<file path="config.mk">
export PLATFORM = sky130hd
export DESIGN_NAME = rsts_ctrl
export DESIGN_NICKNAME = d
export VERILOG_FILES = /design/src/hdl/rsts_pkg.sv /design/src/hdl/rsts_ctrl.sv
export SDC_FILE = /design/constraint.sdc
export NUM_CORES = 1
export LEC_CHECK = 0
export BUFFER_PORTS_ARGS = -buffer_cell sky130_fd_sc_hd__buf_2
export CAP_MARGIN = 20
export CELL_PAD_IN_SITES_DETAIL_PLACEMENT = 0
export CELL_PAD_IN_SITES_GLOBAL_PLACEMENT = 2
export CORE_MARGIN = 2
export CORE_UTILIZATION = 30
export DETAILED_ROUTE_END_ITERATION = 16
export PLACE_DENSITY_LB_ADDON = 0.05
export REMOVE_ABC_BUFFERS = 1
export SLEW_MARGIN = 10
export SYNTH_ARGS = -nofsm -noshare
export SYNTH_HDL_FRONTEND = slang
export SYNTH_SLANG_ARGS = --single-unit
</file>
<file path="constraint.sdc">
create_clock -name clock -period 9.24 [get_ports clock]
set_input_delay 0.924 -clock clock [delete_from_list [all_inputs] [get_ports clock]]
set_output_delay 0.924 -clock clock [all_outputs]
set_load 0.1 [all_outputs]
</file>
<file path="src/hdl/rsts_pkg.sv">
// ----------------------------------------------------------------------------
// rsts_pkg
// Shared types, constants and helpers for the rotated sorted table search.
// ----------------------------------------------------------------------------
package rsts_pkg;

   // Table geometry
   localparam int TABLE_DEPTH = 1024;
   localparam int ADDR_W      = $clog2(TABLE_DEPTH);
   localparam int DATA_W      = 32;
   localparam int SIZE_W      = 11;
   localparam int IDX_W       = 10;
   localparam int POS_W       = ADDR_W + 2;

   localparam logic [SIZE_W-1:0] SIZE_RESET = 11'd1024;

   // Command codes
   localparam logic CMD_WRITE  = 1'b0;
   localparam logic CMD_SEARCH = 1'b1;

   // Register indexes
   localparam logic REG_ENTRIES_IN_USE = 1'b0;

   // Signed search bound, wide enough to hold -1 and TABLE_DEPTH
   typedef logic signed [POS_W-1:0] pos_type;

   typedef struct packed {
      logic                     cmd;
      logic [IDX_W-1:0]         entry_index;
      logic signed [DATA_W-1:0] entry_value;
      logic signed [DATA_W-1:0] search_key;
   } req_type;

   typedef struct packed {
      logic             found;
      logic [IDX_W-1:0] match_index;
   } rsp_type;

   typedef struct packed {
      logic              wr_en;
      logic [ADDR_W-1:0] wr_addr;
      logic [DATA_W-1:0] wr_data;
      logic              rd_en;
      logic [ADDR_W-1:0] rd_addr;
   } mem_req_type;

   // Midpoint of two non-negative bounds
   function automatic logic [ADDR_W-1:0] mid_of(input pos_type lo, input pos_type hi);
      logic [POS_W:0] sum;
      sum = {lo[POS_W-1], lo} + {hi[POS_W-1], hi};
      return sum[ADDR_W:1];
   endfunction

endpackage

</file>
<file path="src/hdl/rsts_ctrl.sv">
// ----------------------------------------------------------------------------
// rsts_ctrl
// Search sequencer: pivot bisection then binary search, one table read per
// cycle through the RAM read port; table writes go straight to the RAM.
// ----------------------------------------------------------------------------
module rsts_ctrl (
   input  logic                          clock,
   input  logic                          reset,
   input  logic                          start,
   input  rsts_pkg::req_type             req_payload,
   input  logic [rsts_pkg::SIZE_W-1:0]   entries_in_use,
   input  logic [rsts_pkg::DATA_W-1:0]   rd_data,
   output rsts_pkg::mem_req_type         mem_req,
   output logic                          busy,
   output logic                          rsp_valid,
   output rsts_pkg::rsp_type             rsp_payload
);

   typedef enum logic [2:0] {
      ST_IDLE,
      ST_FIRST,
      ST_LAST,
      ST_PIVOT,
      ST_CHECK,
      ST_BSEARCH
   } state_type;

   state_type                         state_ff, state_in;
   logic                              rsp_valid_ff, rsp_valid_in;
   rsts_pkg::rsp_type                 rsp_ff, rsp_in;
   logic signed [rsts_pkg::DATA_W-1:0] key_ff, key_in;
   logic signed [rsts_pkg::DATA_W-1:0] first_val_ff, first_val_in;
   logic signed [rsts_pkg::DATA_W-1:0] last_val_ff, last_val_in;
   logic [rsts_pkg::ADDR_W-1:0]       last_ff, last_in;
   logic [rsts_pkg::ADDR_W-1:0]       mid_ff, mid_in;
   rsts_pkg::pos_type                 lo_ff, lo_in;
   rsts_pkg::pos_type                 hi_ff, hi_in;

   rsts_pkg::pos_type                 lo_nx, hi_nx, mid_pos, last_pos;
   logic [rsts_pkg::ADDR_W-1:0]       mid_nx;
   logic [rsts_pkg::SIZE_W-1:0]       size_clamped, size_less_one;
   logic signed [rsts_pkg::DATA_W-1:0] rd_val;

   assign rd_val   = $signed(rd_data);
   assign mid_pos  = rsts_pkg::pos_type'({2'b00, mid_ff});
   assign last_pos = rsts_pkg::pos_type'({2'b00, last_ff});

   // Clamp the array size to the table depth
   always_comb begin
      if (entries_in_use > rsts_pkg::SIZE_W'(rsts_pkg::TABLE_DEPTH)) begin
         size_clamped = rsts_pkg::SIZE_W'(rsts_pkg::TABLE_DEPTH);
      end else begin
         size_clamped = entries_in_use;
      end
      size_less_one = size_clamped - rsts_pkg::SIZE_W'(1);
   end

   // Next state, bounds and table access
   always_comb begin
      state_in     = state_ff;
      rsp_valid_in = 1'b0;
      rsp_in       = rsp_ff;
      key_in       = key_ff;
      first_val_in = first_val_ff;
      last_val_in  = last_val_ff;
      last_in      = last_ff;
      mid_in       = mid_ff;
      lo_in        = lo_ff;
      hi_in        = hi_ff;
      lo_nx        = lo_ff;
      hi_nx        = hi_ff;
      mid_nx       = '0;
      mem_req      = '0;

      case (state_ff)
         ST_IDLE: begin
            if (start) begin
               if (req_payload.cmd == rsts_pkg::CMD_WRITE) begin
                  mem_req.wr_en   = 32'(req_payload.entry_index) <
                                    32'(rsts_pkg::TABLE_DEPTH);
                  mem_req.wr_addr = req_payload.entry_index[rsts_pkg::ADDR_W-1:0];
                  mem_req.wr_data = req_payload.entry_value;
               end else begin
                  key_in = req_payload.search_key;
                  if (size_clamped == '0) begin
                     // empty array: report a miss at once
                     rsp_valid_in = 1'b1;
                     rsp_in       = '0;
                  end else begin
                     last_in         = size_less_one[rsts_pkg::ADDR_W-1:0];
                     mem_req.rd_en   = 1'b1;
                     mem_req.rd_addr = '0;
                     state_in        = ST_FIRST;
                  end
               end
            end
         end

         ST_FIRST: begin
            // Hold entry 0, fetch the last entry
            first_val_in    = rd_val;
            mem_req.rd_en   = 1'b1;
            mem_req.rd_addr = last_ff;
            lo_in           = '0;
            hi_in           = last_pos;
            state_in        = ST_LAST;
         end

         ST_LAST: begin
            last_val_in = rd_val;
            mid_nx      = rsts_pkg::mid_of(lo_ff, hi_ff);
            if (lo_ff < hi_ff) begin
               mid_in          = mid_nx;
               mem_req.rd_en   = 1'b1;
               mem_req.rd_addr = mid_nx;
               state_in        = ST_PIVOT;
            end else begin
               // single entry: pivot is entry 0
               mem_req.rd_en   = 1'b1;
               mem_req.rd_addr = lo_ff[rsts_pkg::ADDR_W-1:0];
               state_in        = ST_CHECK;
            end
         end

         ST_PIVOT: begin
            // Advance the pivot bisection by one step
            if (rd_val >= first_val_ff) begin
               lo_nx = mid_pos + rsts_pkg::pos_type'(1);
            end else begin
               hi_nx = mid_pos;
            end
            lo_in  = lo_nx;
            hi_in  = hi_nx;
            mid_nx = rsts_pkg::mid_of(lo_nx, hi_nx);
            mem_req.rd_en = 1'b1;
            if (lo_nx < hi_nx) begin
               mid_in          = mid_nx;
               mem_req.rd_addr = mid_nx;
            end else begin
               mem_req.rd_addr = lo_nx[rsts_pkg::ADDR_W-1:0];
               state_in        = ST_CHECK;
            end
         end

         ST_CHECK: begin
            // Pick the sorted half that can hold the key
            if (rd_val <= key_ff && key_ff <= last_val_ff) begin
               lo_nx = lo_ff;
               hi_nx = last_pos;
            end else begin
               lo_nx = '0;
               hi_nx = lo_ff - rsts_pkg::pos_type'(1);
            end
            lo_in  = lo_nx;
            hi_in  = hi_nx;
            mid_nx = rsts_pkg::mid_of(lo_nx, hi_nx);
            if (lo_nx <= hi_nx) begin
               mid_in          = mid_nx;
               mem_req.rd_en   = 1'b1;
               mem_req.rd_addr = mid_nx;
               state_in        = ST_BSEARCH;
            end else begin
               rsp_valid_in = 1'b1;
               rsp_in       = '0;
               state_in     = ST_IDLE;
            end
         end

         ST_BSEARCH: begin
            if (rd_val == key_ff) begin
               rsp_valid_in      = 1'b1;
               rsp_in.found      = 1'b1;
               rsp_in.match_index = rsts_pkg::IDX_W'(mid_ff);
               state_in          = ST_IDLE;
            end else begin
               // Narrow the window
               if (rd_val > key_ff) begin
                  hi_nx = mid_pos - rsts_pkg::pos_type'(1);
               end else begin
                  lo_nx = mid_pos + rsts_pkg::pos_type'(1);
               end
               lo_in  = lo_nx;
               hi_in  = hi_nx;
               mid_nx = rsts_pkg::mid_of(lo_nx, hi_nx);
               if (lo_nx <= hi_nx) begin
                  mid_in          = mid_nx;
                  mem_req.rd_en   = 1'b1;
                  mem_req.rd_addr = mid_nx;
               end else begin
                  rsp_valid_in = 1'b1;
                  rsp_in       = '0;
                  state_in     = ST_IDLE;
               end
            end
         end

         default: begin
            state_in = ST_IDLE;
         end
      endcase
   end

   // State and registered outputs
   always_ff @(posedge clock) begin
      if (reset) begin
         state_ff     <= ST_IDLE;
         rsp_valid_ff <= 1'b0;
      end else begin
         state_ff     <= state_in;
         rsp_valid_ff <= rsp_valid_in;
      end
      rsp_ff       <= rsp_in;
      key_ff       <= key_in;
      first_val_ff <= first_val_in;
      last_val_ff  <= last_val_in;
      last_ff      <= last_in;
      mid_ff       <= mid_in;
      lo_ff        <= lo_in;
      hi_ff        <= hi_in;
   end

   assign busy        = (state_ff != ST_IDLE);
   assign rsp_valid   = rsp_valid_ff;
   assign rsp_payload = rsp_ff;

endmodule

</file>
# After elaboration in Yosys (flattened, before gate mapping)
# Index checks and enable logic that the tools add are counted.
# word_totals
reg_bits	155
inputBits	121
out_inout_bits	67
wordCells	119
# classes
addsub	8
magnitude_cmp	9
eq_ne	18
n_mux	59
bitwise_logic	1
n_reduce_logical	13
# op_table
cell	n
$mux 12	16
$mux 11	12
$pmux 12 s4	2
$mux 43	2
$mux 10	7
$pmux 11 s6	1
$le 32x32->1	2
$mux 54	1
$add 11x11->11	4
$pmux 10 s4	1
$pmux 11 s3	1
$eq 32x32->1	1
$ge 32x32->1	1
$gt 32x32->1	1
$le 12x12->1	2
$lt 12x12->1	2
$mux 3	8
$ne 2x2->1 const B	11
$pmux 3 s6	1
$reduce_and 6->1	2
$sub 12x2->12 const B	1
$add 10x1->11 const B	1
$gt 11x11->1 const B	1
$logic_not 11->1	1
other kinds (17)	26

# Logic depth before layout (Yosys ltp)
# logic_depth
ltp_word	8
mapped_depth	27
ltp_nobuf	25

# Least setup slack after synthesis
# Ideal clock, no wire load.
# synth_timing
path_kind	input port to output port
from	input rd_data[31] in the netlist's numbering
to	output mem_req[6] in the netlist's numbering
t_arrival_ps	8355
path_slack_ps	-39
path_stages	21
path_buffers	5
path_cell_list	ha_1 -> nand4_2 -> nor4_2 -> a2bb2oi_1 -> a21o_1 -> a21oi_2 -> buf_6 -> clkbuf_1 -> mux2_2 -> ha_1 -> clkbuf_1 -> nor3_1 -> and2_1 -> o31ai_1 -> nand3_1 -> o211ai_1 -> mux2i_1 -> a211o_1 -> buf_6 -> buf_2 -> o311ai_0
# synth_lines
element	line_no	rtl
start: declaration	rsts_ctrl.sv:12	input logic [rsts_pkg::DATA_W-1:0] rd_data,
end: declaration	rsts_ctrl.sv:13	output rsts_pkg::mem_req_type mem_req,

==> results.sh <==
export IMPL_wire_per_inst_um=20.86
export IMPL_rsz0062_at_grt="false"
export IMPL_grt_overflow_total=0
export IMPL_clk_pin_slew_worst_paths_ns=0.07
export IMPL_post_cts_resized=0
export IMPL_fmax_ghz=0.1250
export IMPL_hold_viol=0
export IMPL_whs_path_depth=1
export IMPL_cp_max_fo=33
export IMPL_power_w=0.002500
export IMPL_io_buffers=187
export IMPL_grt_pass1_wl_um=68430
export IMPL_grt_max_degree=44
export IMPL_rr_worst_depth=23
export IMPL_clk_latency_ns=0.48
export IMPL_cts_tree="done"
export IMPL_ys_seq_elements=155
export IMPL_dr_total_vias=10900
export IMPL_cts_htree_levels=4
export IMPL_grt_usage_pct=20.95
export IMPL_avgSynthCellArea_um2=9.080
export IMPL_critical_path_top_delay_family="simple AND/OR/NAND/NOR gates"
export IMPL_r2r_end="mid_ff[6]"
export IMPL_syn_area_um2=13010
export IMPL_startpoint="rd_data[31]"
export IMPL_fin_tns_setup_ns=0
export IMPL_clockBufferDepth=2
export IMPL_cts_sink_count=155
export IMPL_core_um2=42980
export IMPL_crit_path_frequent_cell="o21ai_0"
export IMPL_fillers=4597
export IMPL_diodes=0
export IMPL_drv_slew=0
export IMPL_ir_drop_mv=0.1046
export IMPL_nets=1917
export IMPL_post_cts_buffers=0
export IMPL_finalSetupViolCount=0
export IMPL_dr_pass1_iters=4
export IMPL_period_share_pct=86.61
export IMPL_critPathSlowestCell="nor4_1"
export IMPL_arrival_ns=7.08
export IMPL_via_per_inst=4.935
export IMPL_p_leak_nw=6.941
export IMPL_crit_path_max_incr_delay_ns=0.64
export IMPL_cp_data_required_time_ns=8.32
export IMPL_grt_pass1_vias=10790
export IMPL_synth_ff_type="edfxtp_1"
export IMPL_drv_cap=0
export IMPL_synth_edf_count=151
export IMPL_setup_slack_ns=1.237
export IMPL_place_gp_congestion=0.8208
export IMPL_drive_gt1_share_pct=17.12
export IMPL_critPathLaunchType="input pin"
export IMPL_ys_warn_count=0
export IMPL_chipWidth_um=212.3
export IMPL_start_util_pct=30.27
export IMPL_crit_type="input pin to output port"
export IMPL_clock_skew_ns=0.01838
export IMPL_min_from="req_payload[17]"
export IMPL_worst_pin_slew_ns=1.117
export IMPL_whs_endpoint="key_ff[17]"
export IMPL_ys_async_sr_fraction_pct=0
export IMPL_wl_um=46090
export IMPL_place_ws_ns=1.187
export IMPL_ys_seq_area_share_pct=35.46
export IMPL_timing_rr_start="key_ff[31]"
export IMPL_dieHeight_um=212.3
export IMPL_drc=0
export IMPL_period_needed_ns=8.003
export IMPL_rrSetupSlack_ns=2.52
export IMPL_status="complete, no violations"
export IMPL_slew_headroom_pct=25.51
export IMPL_hpwl_um=36260
export IMPL_whs_ns=0.6146
export IMPL_ant_nets=0
export IMPL_antenna_found_initial=0
export IMPL_dieArea_um2=45050
export IMPL_worst_path_buf_inv=5
export IMPL_worstSetupPathDepth=25
export IMPL_cts_buffers=17
export IMPL_synthDistinctLibCells=73
export IMPL_hp_class="input pin to flip-flop"
export IMPL_cellPowerDensity_nw_per_um2=163.1
export IMPL_clockRootBuffer="clkbuf_16"
export IMPL_areaGrowthSynthToFinish_pct=17.79
export IMPL_drtIter0Drc=575
export IMPL_worstSetupEndpointType="output port"
export IMPL_cts_hold_buf=0
export IMPL_syn_inst=1433
export IMPL_ios=188
export IMPL_rows=76
worst max-delay path by stage:
stage / to / slack [ns]
after floorplan: mem_req[6] / -0.31
after global placement: mem_req[7] / 1.28
after detailed placement: mem_req[9] / 1.19
after CTS: mem_req[9] / 1.17
after global routing: mem_req[9] / 0.65
final: mem_req[9] / 1.24
layout by cell type, fill, tap and decap left out, drive strengths merged, types with 6 or more instances in the layout:
cell type,n
nor3,29
o22ai,10
a221oi,7
clkbuf,18
nand2,114
o211ai,13
ha,181
nor2b,9
buf,211
nor2,108
o221ai,6
xor2,20
and2,63
edfxtp,151
o21bai,12
mux2i,25
nand3,28
o31ai,7
xnor2,38
nor4,11
a21oi,103
a21o,29
inv,197
mux2,14
nand4,29
o21ai,66
a211oi,12
and3,7
nand2b,12
o21a,10
worst reg2reg max path: cells and delay by family, from the launching register on:
family | cells | cell delay, ns
adder cells (fa/ha/maj) | 2 | 0.67
buffers and inverters | 3 | 0.64
AND/OR/NAND/NOR | 9 | 2.60
AO/OA/AOI/OAI | 8 | 1.59
flip-flops | 1 | 0.38
multiplexers | 1 | 0.43
Yosys cell counts (all sizes together) (20+ instances only):
cell type / n / share of area (%)
inv: 188 / 5.4
ha: 181 / 17
edfxtp: 151 / 35
nand2: 114 / 3.3
nor2: 108 / 3.1
a21oi: 103 / 4.0
o21ai: 66 / 2.5
and2: 63 / 3.0
clkbuf: 44 / 1.3
xnor2: 38 / 2.6
a21o: 29 / 1.7
nand4: 29 / 1.4
nor3: 29 / 1.1
nand3: 28 / 1.1
mux2i: 25 / 1.9
xor2: 20 / 1.3
layout make-up:
class / instances / area [um^2] / area share, %
clock buffers: 18 / 429.2 / 2.800
clock inverters: 14 / 172.7 / 1.127
inverters: 188 / 705.7 / 4.604
multi-input cells: 1038 / 7541 / 49.20
flip-flops and latches: 155 / 4614 / 30.11
well taps: 585 / 732.0 / 4.776
repair buffers: 211 / 1131 / 7.380
report_power, final:
part           internal, W  switching [W]  leakage, nW
Clock             0.000409       0.000349        0.290
Combinational     0.000297       0.000598         5.25
Sequential        0.000816      0.0000309         1.40
logic make-up after synthesis:
group,after synthesis,share of synthesized area (%)
AO/OA/AOI/OAI,320,15.87
XOR/XNOR,58,3.904
adder cells (fa/ha/maj),185,18.02
buffers and inverters,240,7.097
multiplexers,39,3.164
AND/OR/NAND/NOR,436,16.48
flip-flops,155,35.46
routing by layer:
| layer | up-vias | global-route usage, % | share of wire [%] |
|---|---|---|---|
| met3 | 51 | 3.737 | 3.7 |
| met2 | 208 | 35.22 | 48 |
| li1 | 5426 | - | - |
| met5 | - | 0 | 0 |
| met1 | 5216 | 27.29 | 46 |
| met4 | 0 | 6.607 | 2.2 |
registers in the layout, summed over array words and instances, names as in the netlist:
signal and cells:
first_val_ff 32, hi_ff 12, key_ff 32, last_ff 10
last_val_ff 32, lo_ff 12, mid_ff 10, rsp_payload 11
rsp_valid 1, state_ff 3
metrics by stage:
| stage | instance area (um^2) | utilization (%) | cells |
|---|---|---|---|
| floorplan | 12790 | - | 1381 |
| global route | 15330 | 35.66 | 2209 |
| detailed placement | 14720 | 34.26 | 2177 |
| CTS | 15330 | 35.66 | 2209 |
| global placement | 14720 | 34.26 | 2177 |
| finish | 15330 | 35.66 | 2209 |
(Power assumes the default switching activity.)
